==> src/rtl/ffh_pkg.sv <==
// Shared constants, types and command codes of the first-fit heap allocator.
// Used by the controller, the datapath and the top level; depends on nothing.
package ffh_pkg;

    localparam int HEAP_BYTES   = 65536;
    localparam int HEADER_BYTES = 12;

    localparam int WORDS  = HEAP_BYTES / 4;
    localparam int WORD_W = $clog2(WORDS);
    localparam int STEP_W = $clog2(WORDS + 2);

    localparam int SIZE_W = 21;
    localparam int AW     = SIZE_W + 1;
    localparam int REQ_W  = 16;
    localparam int OFF_W  = 16;
    localparam int HDR_W  = 2 * SIZE_W + 1;

    typedef struct packed {
        logic              free;
        logic [SIZE_W-1:0] prev;
        logic [SIZE_W-1:0] size;
    } t_hdr;

    typedef logic [2:0] t_asel;
    localparam t_asel ASEL_CUR = 3'd0;
    localparam t_asel ASEL_PRV = 3'd1;
    localparam t_asel ASEL_NXT = 3'd2;
    localparam t_asel ASEL_AFT = 3'd3;
    localparam t_asel ASEL_SPL = 3'd4;
    localparam t_asel ASEL_CLR = 3'd5;

    typedef logic [2:0] t_wsel;
    localparam t_wsel WSEL_CLR     = 3'd0;
    localparam t_wsel WSEL_SETFREE = 3'd1;
    localparam t_wsel WSEL_MRGP    = 3'd2;
    localparam t_wsel WSEL_PREVUPD = 3'd3;
    localparam t_wsel WSEL_MRGN    = 3'd4;
    localparam t_wsel WSEL_TAKE    = 3'd5;
    localparam t_wsel WSEL_SPLIT   = 3'd6;

    localparam logic OP_ALLOC = 1'b0;
    localparam logic OP_FREE  = 1'b1;

    typedef struct packed {
        logic  ld_in;
        logic  mem_re;
        logic  mem_we;
        t_asel addr_sel;
        t_wsel wr_sel;
        logic  lat_c;
        logic  lat_p;
        logic  lat_n;
        logic  lat_m;
        logic  lat_t;
        logic  adv;
        logic  clr_inc;
        logic  resp;
        logic  fail;
    } t_cmd;

    typedef struct packed {
        logic bad_free;
        logic rd_free;
        logic prev_ok;
        logic fits;
        logic whole;
        logic sz_bad;
        logic nxt_in;
        logic aft_in;
        logic walk_ok;
        logic merged;
        logic nfree;
        logic clr_last;
    } t_sts;

endpackage

==> src/rtl/ffh_ctrl.sv <==
// Controller state machine of the heap allocator: clear pass, allocate walk, free and merge.
// Depends on ffh_pkg; drives ffh_dp through the command struct.
module ffh_ctrl (
    input  logic          i_clk,
    input  logic          i_rst_n,
    input  logic          start,
    input  logic          i_operation,
    input  ffh_pkg::t_sts i_sts,
    output ffh_pkg::t_cmd o_cmd,
    output logic          busy
);
    import ffh_pkg::*;

    localparam logic [3:0] S_CLR  = 4'd0;
    localparam logic [3:0] S_IDLE = 4'd1;
    localparam logic [3:0] S_FBEG = 4'd2;
    localparam logic [3:0] S_FC   = 4'd3;
    localparam logic [3:0] S_FRDP = 4'd4;
    localparam logic [3:0] S_FP   = 4'd5;
    localparam logic [3:0] S_FNXT = 4'd6;
    localparam logic [3:0] S_FN   = 4'd7;
    localparam logic [3:0] S_FN2  = 4'd8;
    localparam logic [3:0] S_AFT  = 4'd9;
    localparam logic [3:0] S_ACHK = 4'd10;
    localparam logic [3:0] S_AEV  = 4'd11;
    localparam logic [3:0] S_ASPL = 4'd12;
    localparam logic [3:0] S_AFTW = 4'd13;

    logic [3:0] r_state, n_state;

    always_ff @(posedge i_clk) begin
        if (!i_rst_n) begin
            r_state <= S_CLR;
        end else begin
            r_state <= n_state;
        end
    end

    always_comb begin
        o_cmd   = '0;
        n_state = r_state;
        unique case (r_state)
            S_CLR: begin
                o_cmd.mem_we   = 1'b1;
                o_cmd.addr_sel = ASEL_CLR;
                o_cmd.wr_sel   = WSEL_CLR;
                o_cmd.clr_inc  = 1'b1;
                if (i_sts.clr_last) begin
                    n_state = S_IDLE;
                end
            end
            S_IDLE: begin
                if (start) begin
                    o_cmd.ld_in = 1'b1;
                    n_state     = (i_operation == OP_FREE) ? S_FBEG : S_ACHK;
                end
            end
            S_FBEG: begin
                if (i_sts.bad_free) begin
                    o_cmd.resp = 1'b1;
                    n_state    = S_IDLE;
                end else begin
                    o_cmd.mem_re   = 1'b1;
                    o_cmd.addr_sel = ASEL_CUR;
                    n_state        = S_FC;
                end
            end
            S_FC: begin
                o_cmd.mem_we   = 1'b1;
                o_cmd.addr_sel = ASEL_CUR;
                o_cmd.wr_sel   = WSEL_SETFREE;
                o_cmd.lat_c    = 1'b1;
                n_state        = i_sts.prev_ok ? S_FRDP : S_FNXT;
            end
            S_FRDP: begin
                o_cmd.mem_re   = 1'b1;
                o_cmd.addr_sel = ASEL_PRV;
                n_state        = S_FP;
            end
            S_FP: begin
                o_cmd.addr_sel = ASEL_PRV;
                o_cmd.wr_sel   = WSEL_MRGP;
                if (i_sts.rd_free) begin
                    o_cmd.mem_we = 1'b1;
                    o_cmd.lat_p  = 1'b1;
                end
                n_state = S_FNXT;
            end
            S_FNXT: begin
                if (i_sts.nxt_in) begin
                    o_cmd.mem_re   = 1'b1;
                    o_cmd.addr_sel = ASEL_NXT;
                    n_state        = S_FN;
                end else begin
                    o_cmd.resp = 1'b1;
                    n_state    = S_IDLE;
                end
            end
            S_FN: begin
                o_cmd.lat_n    = 1'b1;
                o_cmd.addr_sel = ASEL_NXT;
                o_cmd.wr_sel   = WSEL_PREVUPD;
                o_cmd.mem_we   = i_sts.merged;
                n_state        = S_FN2;
            end
            S_FN2: begin
                if (i_sts.nfree) begin
                    o_cmd.mem_we   = 1'b1;
                    o_cmd.addr_sel = ASEL_CUR;
                    o_cmd.wr_sel   = WSEL_MRGN;
                    o_cmd.lat_m    = 1'b1;
                    n_state        = S_AFT;
                end else begin
                    o_cmd.resp = 1'b1;
                    n_state    = S_IDLE;
                end
            end
            S_AFT: begin
                if (i_sts.aft_in) begin
                    o_cmd.mem_re   = 1'b1;
                    o_cmd.addr_sel = ASEL_AFT;
                    n_state        = S_AFTW;
                end else begin
                    o_cmd.resp = 1'b1;
                    n_state    = S_IDLE;
                end
            end
            S_ACHK: begin
                if (i_sts.walk_ok) begin
                    o_cmd.mem_re   = 1'b1;
                    o_cmd.addr_sel = ASEL_CUR;
                    n_state        = S_AEV;
                end else begin
                    o_cmd.resp = 1'b1;
                    o_cmd.fail = 1'b1;
                    n_state    = S_IDLE;
                end
            end
            S_AEV: begin
                priority if (i_sts.sz_bad) begin
                    o_cmd.resp = 1'b1;
                    o_cmd.fail = 1'b1;
                    n_state    = S_IDLE;
                end else if (i_sts.fits) begin
                    o_cmd.mem_we   = 1'b1;
                    o_cmd.addr_sel = ASEL_CUR;
                    o_cmd.wr_sel   = WSEL_TAKE;
                    o_cmd.lat_t    = 1'b1;
                    if (i_sts.whole) begin
                        o_cmd.resp = 1'b1;
                        n_state    = S_IDLE;
                    end else begin
                        n_state = S_ASPL;
                    end
                end else begin
                    o_cmd.adv = 1'b1;
                    n_state   = S_ACHK;
                end
            end
            S_ASPL: begin
                o_cmd.mem_we   = 1'b1;
                o_cmd.addr_sel = ASEL_SPL;
                o_cmd.wr_sel   = WSEL_SPLIT;
                n_state        = S_AFT;
            end
            S_AFTW: begin
                o_cmd.mem_we   = 1'b1;
                o_cmd.addr_sel = ASEL_AFT;
                o_cmd.wr_sel   = WSEL_PREVUPD;
                o_cmd.resp     = 1'b1;
                n_state        = S_IDLE;
            end
            default: begin
                n_state = S_IDLE;
            end
        endcase
    end

    assign busy = r_state != S_IDLE;

endmodule

==> config.mk <==
export PLATFORM = sky130hd
export DESIGN_NAME = ffh_ctrl
export DESIGN_NICKNAME = d
export VERILOG_FILES = /design/src/rtl/ffh_pkg.sv /design/src/rtl/ffh_ctrl.sv
export SDC_FILE = /design/constraint.sdc
export NUM_CORES = 1
export LEC_CHECK = 0
export BUFFER_PORTS_ARGS = -buffer_cell sky130_fd_sc_hd__buf_2
export CAP_MARGIN = 20
export CORE_MARGIN = 1
export CORE_UTILIZATION = 48
export DETAILED_ROUTE_END_ITERATION = 12
export HOLD_SLACK_MARGIN = 0.02
export PLACE_DENSITY = 0.84
export SLEW_MARGIN = 25
export SYNTH_ARGS = -nofsm -noshare
export SYNTH_HDL_FRONTEND = slang
export SYNTH_SLANG_ARGS = --single-unit
==> constraint.sdc <==
create_clock -name i_clk -period 3 [get_ports i_clk]
set_input_delay 0.15 -clock i_clk [delete_from_list [all_inputs] [get_ports i_clk]]
set_output_delay 0.15 -clock i_clk [all_outputs]
set_load 0.005 [all_outputs]
==> impl_metrics.toml, run 1 <==
[clocking]
root_buffer = "clkbuf_4"
clk_path_buf_depth = 2
cts_resized = 0
htree_levels = 1
hold_buffers = 0
cts_made_buffers = 3
path_clk_slew_ns = 0.04
post_cts_buffers = 0
clk_latency_ns = 0.23
cts.sinks = 4
cts_tree = "yes"

[drt]
top_layer_used = "met3"
met1Wirelength_um = 924
avgViaCountPerCell = 6.143
met2_wirelength_um = 926
drt-total-wl_um = 1972
dr_total_vias = 903
drc_errors = 0
met3_length_um = 122
drt-initial-drc-count = 25
ant_nets = 0
wire_per_inst_um = 13.41
drt-pass1-iter-count = 4

[global_routing]
grt_pass1_vias = 730
grt_max_degree = 29
grt_overflow = 0
grt_pass1_wl_um = 2980
track_usage_pct = 27.08
grt_antenna_before_repair = 0

[synthesis]
synth_edf_count = 0
ys_top_cells_by_count = "9 x a21oi_1, 8 x nor2_1, 7 x o21ai_0"
synth_nets = 121
yosysWarnings = 0
async_flop_share_pct = 0
synth-seq-cells = 4
synth_ff_type = "dfxtp_1"
syn_inst = 105
synth.area.top_cells = "dfxtp_1 12%, a21oi_1 6.6%, nor2b_1 5.5%, o21ai_0 5.1%, nor2_1 4.4%"
avgSynthCellArea_um2 = 6.530
seq_area_frac_synth_pct = 11.68
synthesis.area_um2 = 685.7
yosysMostFrequentCell = "a21oi_1"
synthDominantCellAreaShare_pct = 11.68
ys_types = 39
synth_top_cell_by_area = "dfxtp_1"

[worst_setup_path]
required_ns = 2.85
critPathArrivalTime_ns = 2.05
path_class = "flop to primary output"
endpoint_kind = "primary output"
start_kind = "flop"
cp_max_fo = 26

[finish]
fillers = 131
largest_reg_flops = 4
top_regs = "r_state (4)"
num_antenna_cells = 0
design_area_um2 = 842.1
area_growth_pct = 22.81
multi_input_area_um2 = 535.5
top_register = "r_state"
drive_gt1_share_pct = 30.30
seq_area_um2 = 80.08
final_net_count = 150

[timing]
finalMaxSlewViolations = 0
setup_viol = 0
slew_headroom_pct = 45.31
setup-tns-final_ns = 0
whs_ns = 0.1748
final.period_utilization_pct = 73.40
clock_skew_ns = 0.001492
final-hold-violation-count = 0
period_needed_ns = 2.202
fmax_mhz = 454.2
rsz0062_at_grt = "no"
tightest_slew_ns = 0.8192

[die]
floorplan.initialDensity_pct = 52.04
coreArea_mm2 = 0.001318
die_y_um = 39.80
die_area_mm2 = 0.001584
ios = 35
rows = 13
die_x_um = 39.80

[power_and_ir_drop]
power.leakage_nw = 0.3891
peakVddDrop_mv = 0.3070
p_per_area_mw_per_mm2 = 224.0

[placement]
io_buffers = 34
place_area_um2 = 819.5
hpwlAfterDp_um = 1395
place_congestion = 0.8272

[min_path]
hp-class = "input port to flop"

[status]
outcome = "finished clean"

[flow_run]
max_cap_violations = 0
-- placed cells by master, fill, tap and decap left out, types with 2 or more instances in the layout --
cell / instances
dfxtp_1: 4
o31ai_1: 2
and2b_1: 2
a31oi_1: 4
nor2_1: 8
nand2b_1: 4
nor3_1: 2
buf_2: 34
inv_1: 4
nor2b_1: 6
a32oi_1: 3
o21ai_0: 7
a211oi_1: 3
a22oi_1: 3
a21oi_1: 9
nand2_1: 6
o21ai_1: 3
nand3b_1: 3
nand3_1: 3
clkbuf_4: 3
and3_1: 3
-- critical path, stage by stage, from the launching register on --
cell	delay, ns
dfxtp_1	0.80
and2b_1	0.34
a32oi_1	0.13
o221a_1	0.24
a21oi_1	0.16
buf_2	0.14
-- metrics by stage --
stage,setup WS [ns],utilization [%],cells,total power [mW]
after floorplan,1.744,-,105,0.09665
after global placement,1.156,62.20,144,0.1226
after detailed placement,1.074,62.20,144,0.1228
after CTS,0.8186,63.91,147,0.1906
after global routing,0.6778,63.91,147,0.2037
final,0.7981,63.91,147,0.1886
-- metal layers --
layer | vias to the layer above | track usage, %
met5 | - | 0
met4 | 0 | 0
met3 | 0 | 6.818
met2 | 43 | 46.72
met1 | 414 | 35.35
li1 | 446 | -
-- cell type report --
| class | count | share of cell area, % |
|---|---|---|
| multi-input cells | 87 | 63.60 |
| flip-flops and latches | 4 | 9.510 |
| repair buffers | 34 | 20.21 |
| inverters | 4 | 1.783 |
| well taps | 15 | 2.229 |
| clock buffers | 3 | 2.675 |
-- power by group --
group	switching, mW	leakage [nW]	internal, mW
registers	0.00988	0.0326	0.0553
clock network	0.0209	0.0138	0.0447
logic	0.0298	0.343	0.0281
total	0.0606	0.389	0.128
-- worst paths after layout --
check        startpoint          to  slack [ns]  cells after the start
max          r_state[1]    o_cmd[1]        0.80                      5
min             i_rst_n  r_state[0]        0.17                      3
max reg2reg  r_state[0]  r_state[2]        1.28                      4
min reg2reg  r_state[0]  r_state[0]        0.76                      1
-- kinds of logic after synthesis --
group	synth area share, %
simple gates	38.87
flops	11.68
buf+inv	10.22
compound gates	39.23
No activity file was read; power rests on OpenSTA's default activity.
==> run 2, diff against run 1 <==
--- a/config.mk
+++ b/config.mk
@@ -8,10 +8,10 @@
 export BUFFER_PORTS_ARGS = -buffer_cell sky130_fd_sc_hd__buf_2
 export CAP_MARGIN = 20
 export CORE_MARGIN = 1
-export CORE_UTILIZATION = 48
+export CORE_UTILIZATION = 44
 export DETAILED_ROUTE_END_ITERATION = 12
 export HOLD_SLACK_MARGIN = 0.02
-export PLACE_DENSITY = 0.84
+export PLACE_DENSITY = 0.78
 export SLEW_MARGIN = 25
 export SYNTH_ARGS = -nofsm -noshare
 export SYNTH_HDL_FRONTEND = slang
==> constraint.sdc (replaced) <==
create_clock -name i_clk -period 2.2 [get_ports i_clk]
set_input_delay 0.11 -clock i_clk [delete_from_list [all_inputs] [get_ports i_clk]]
set_output_delay 0.11 -clock i_clk [all_outputs]
set_load 0.005 [all_outputs]
==> run 2 against run 1 <==
Effect of this change:
- register-to-register slack lost 0.62 ns
- sequential share of layout area is 0.33 points lower
- worst hold slack got worse by 0.032 ns
- clock skew rose by 0.00067 ns
- utilization fell by 0.085 points
- global-route usage shrank 2.5 points
- cell area rose by 3.6%
- cell count is 2.7% higher
- critical path type unchanged
==> impl_metrics.toml, run 2 (synthesized netlist as in run 1, its figures left out) <==
[die]
die_area_mm2 = 0.001720
die_y_um = 41.48
rows = 13
coreArea_mm2 = 0.001366
ios = 35
floorplan.initialDensity_pct = 50.18
die_x_um = 41.48

[clocking]
root_buffer = "clkbuf_4"
clk_path_buf_depth = 2
clk_latency_ns = 0.23
post_cts_buffers = 0
cts_made_buffers = 3
cts.sinks = 4
htree_levels = 1
hold_buffers = 0
cts_tree = "yes"
path_clk_slew_ns = 0.04
cts_resized = 0

[timing]
finalMaxSlewViolations = 0
rsz0062_at_grt = "no"
fmax_mhz = 527.5
setup-tns-final_ns = 0
setup_viol = 0
slew_headroom_pct = 57.13
whs_ns = 0.1428
clock_skew_ns = 0.002161
fin_ws_ns = 0.3044
tightest_slew_ns = 0.6421
final-hold-violation-count = 0
period_needed_ns = 1.896
final.period_utilization_pct = 86.16

[finish]
area_growth_pct = 27.19
largest_reg_flops = 4
top_regs = "r_state (4)"
top_register = "r_state"
num_antenna_cells = 0
fillers = 130
fin_cells = 151
final_common_cell = "buf_2"
design_area_um2 = 872.1
final_net_count = 154
final_cell_mix = "34 x buf_2, 9 x a21oi_1, 8 x nor2_1"
final_util_pct = 63.83
drive_gt1_share_pct = 32.35

[drt]
drt-total-wl_um = 2084
drt-initial-drc-count = 46
avgViaCountPerCell = 6.073
wire_per_inst_um = 13.80
drc_errors = 0
drt-pass1-iter-count = 4
ant_nets = 0
dr_total_vias = 917

[placement]
dp_cells = 148
io_buffers = 34
dp_slack_ns = 0.5800
hpwlAfterDp_um = 1581
place_area_um2 = 849.6
place_congestion = 0.7948

[global_routing]
grt_max_degree = 21
grt_overflow = 0
grt_pass1_wl_um = 3443
track_usage_pct = 24.60
grt_pass1_vias = 783
grt_antenna_before_repair = 0

[worst_setup_path]
required_ns = 2.09
endpoint_kind = "primary output"
path_class = "flop to primary output"
critPathArrivalTime_ns = 1.79
start_kind = "flop"
crit_path_start = "r_state[2]"
reg2reg_depth = 4
cp_max_fo = 20
r2r_start = "r_state[2]"

[flow_run]
max_cap_violations = 0

[power_and_ir_drop]
power.leakage_nw = 0.4106
peakVddDrop_mv = 0.1482
p_total_mw = 0.2652
p_per_area_mw_per_mm2 = 304.1

[status]
outcome = "finished clean"

[min_path]
hp-class = "input port to flop"
worstHoldStart = "i_rst_n"
hold_path_depth = 3
run 2: cell types whose count changed in the layout (fill, tap and decap cells not counted):
cell | previous run | this run
buf_4 | 0 | 4
run 2: layer usage:
| metal | track usage, % | share of wire [%] |
|---|---|---|
| met5 | 0 | 0 |
| met2 | 38.13 | 49 |
| met1 | 33.51 | 41 |
| met4 | 11.61 | 0.91 |
| met3 | 3.043 | 8.4 |
run 2: power by group:
part	internal, mW	switching, mW
clock	0.0611	0.0305
sequential	0.0753	0.00768
combinational	0.0411	0.0495
run 2: worst paths after layout:
kind | endpoint | slack (ns)
worst min-delay path | r_state[0] | 0.14
worst max register to register | r_state[1] | 0.66
worst max-delay path | o_cmd[15] | 0.30
worst min register to register | r_state[1] | 0.77
run 2: critical path, stage by stage (launching register included):
cell and delay (ns):
dfxtp_1 0.72, buf_4 0.27, nand2b_1 0.08, a31oi_1 0.20, o31ai_1 0.12, buf_2 0.15
run 2: final cells by class:
| type | count | area [µm²] | area share, % |
|---|---|---|---|
| tap | 15 | 18.77 | 2.152 |
| clock buffer | 3 | 22.52 | 2.582 |
| sequential | 4 | 80.08 | 9.182 |
| multi-input combinational | 87 | 535.5 | 61.41 |
| inverter | 4 | 15.01 | 1.722 |
| timing repair buffer | 38 | 200.2 | 22.96 |
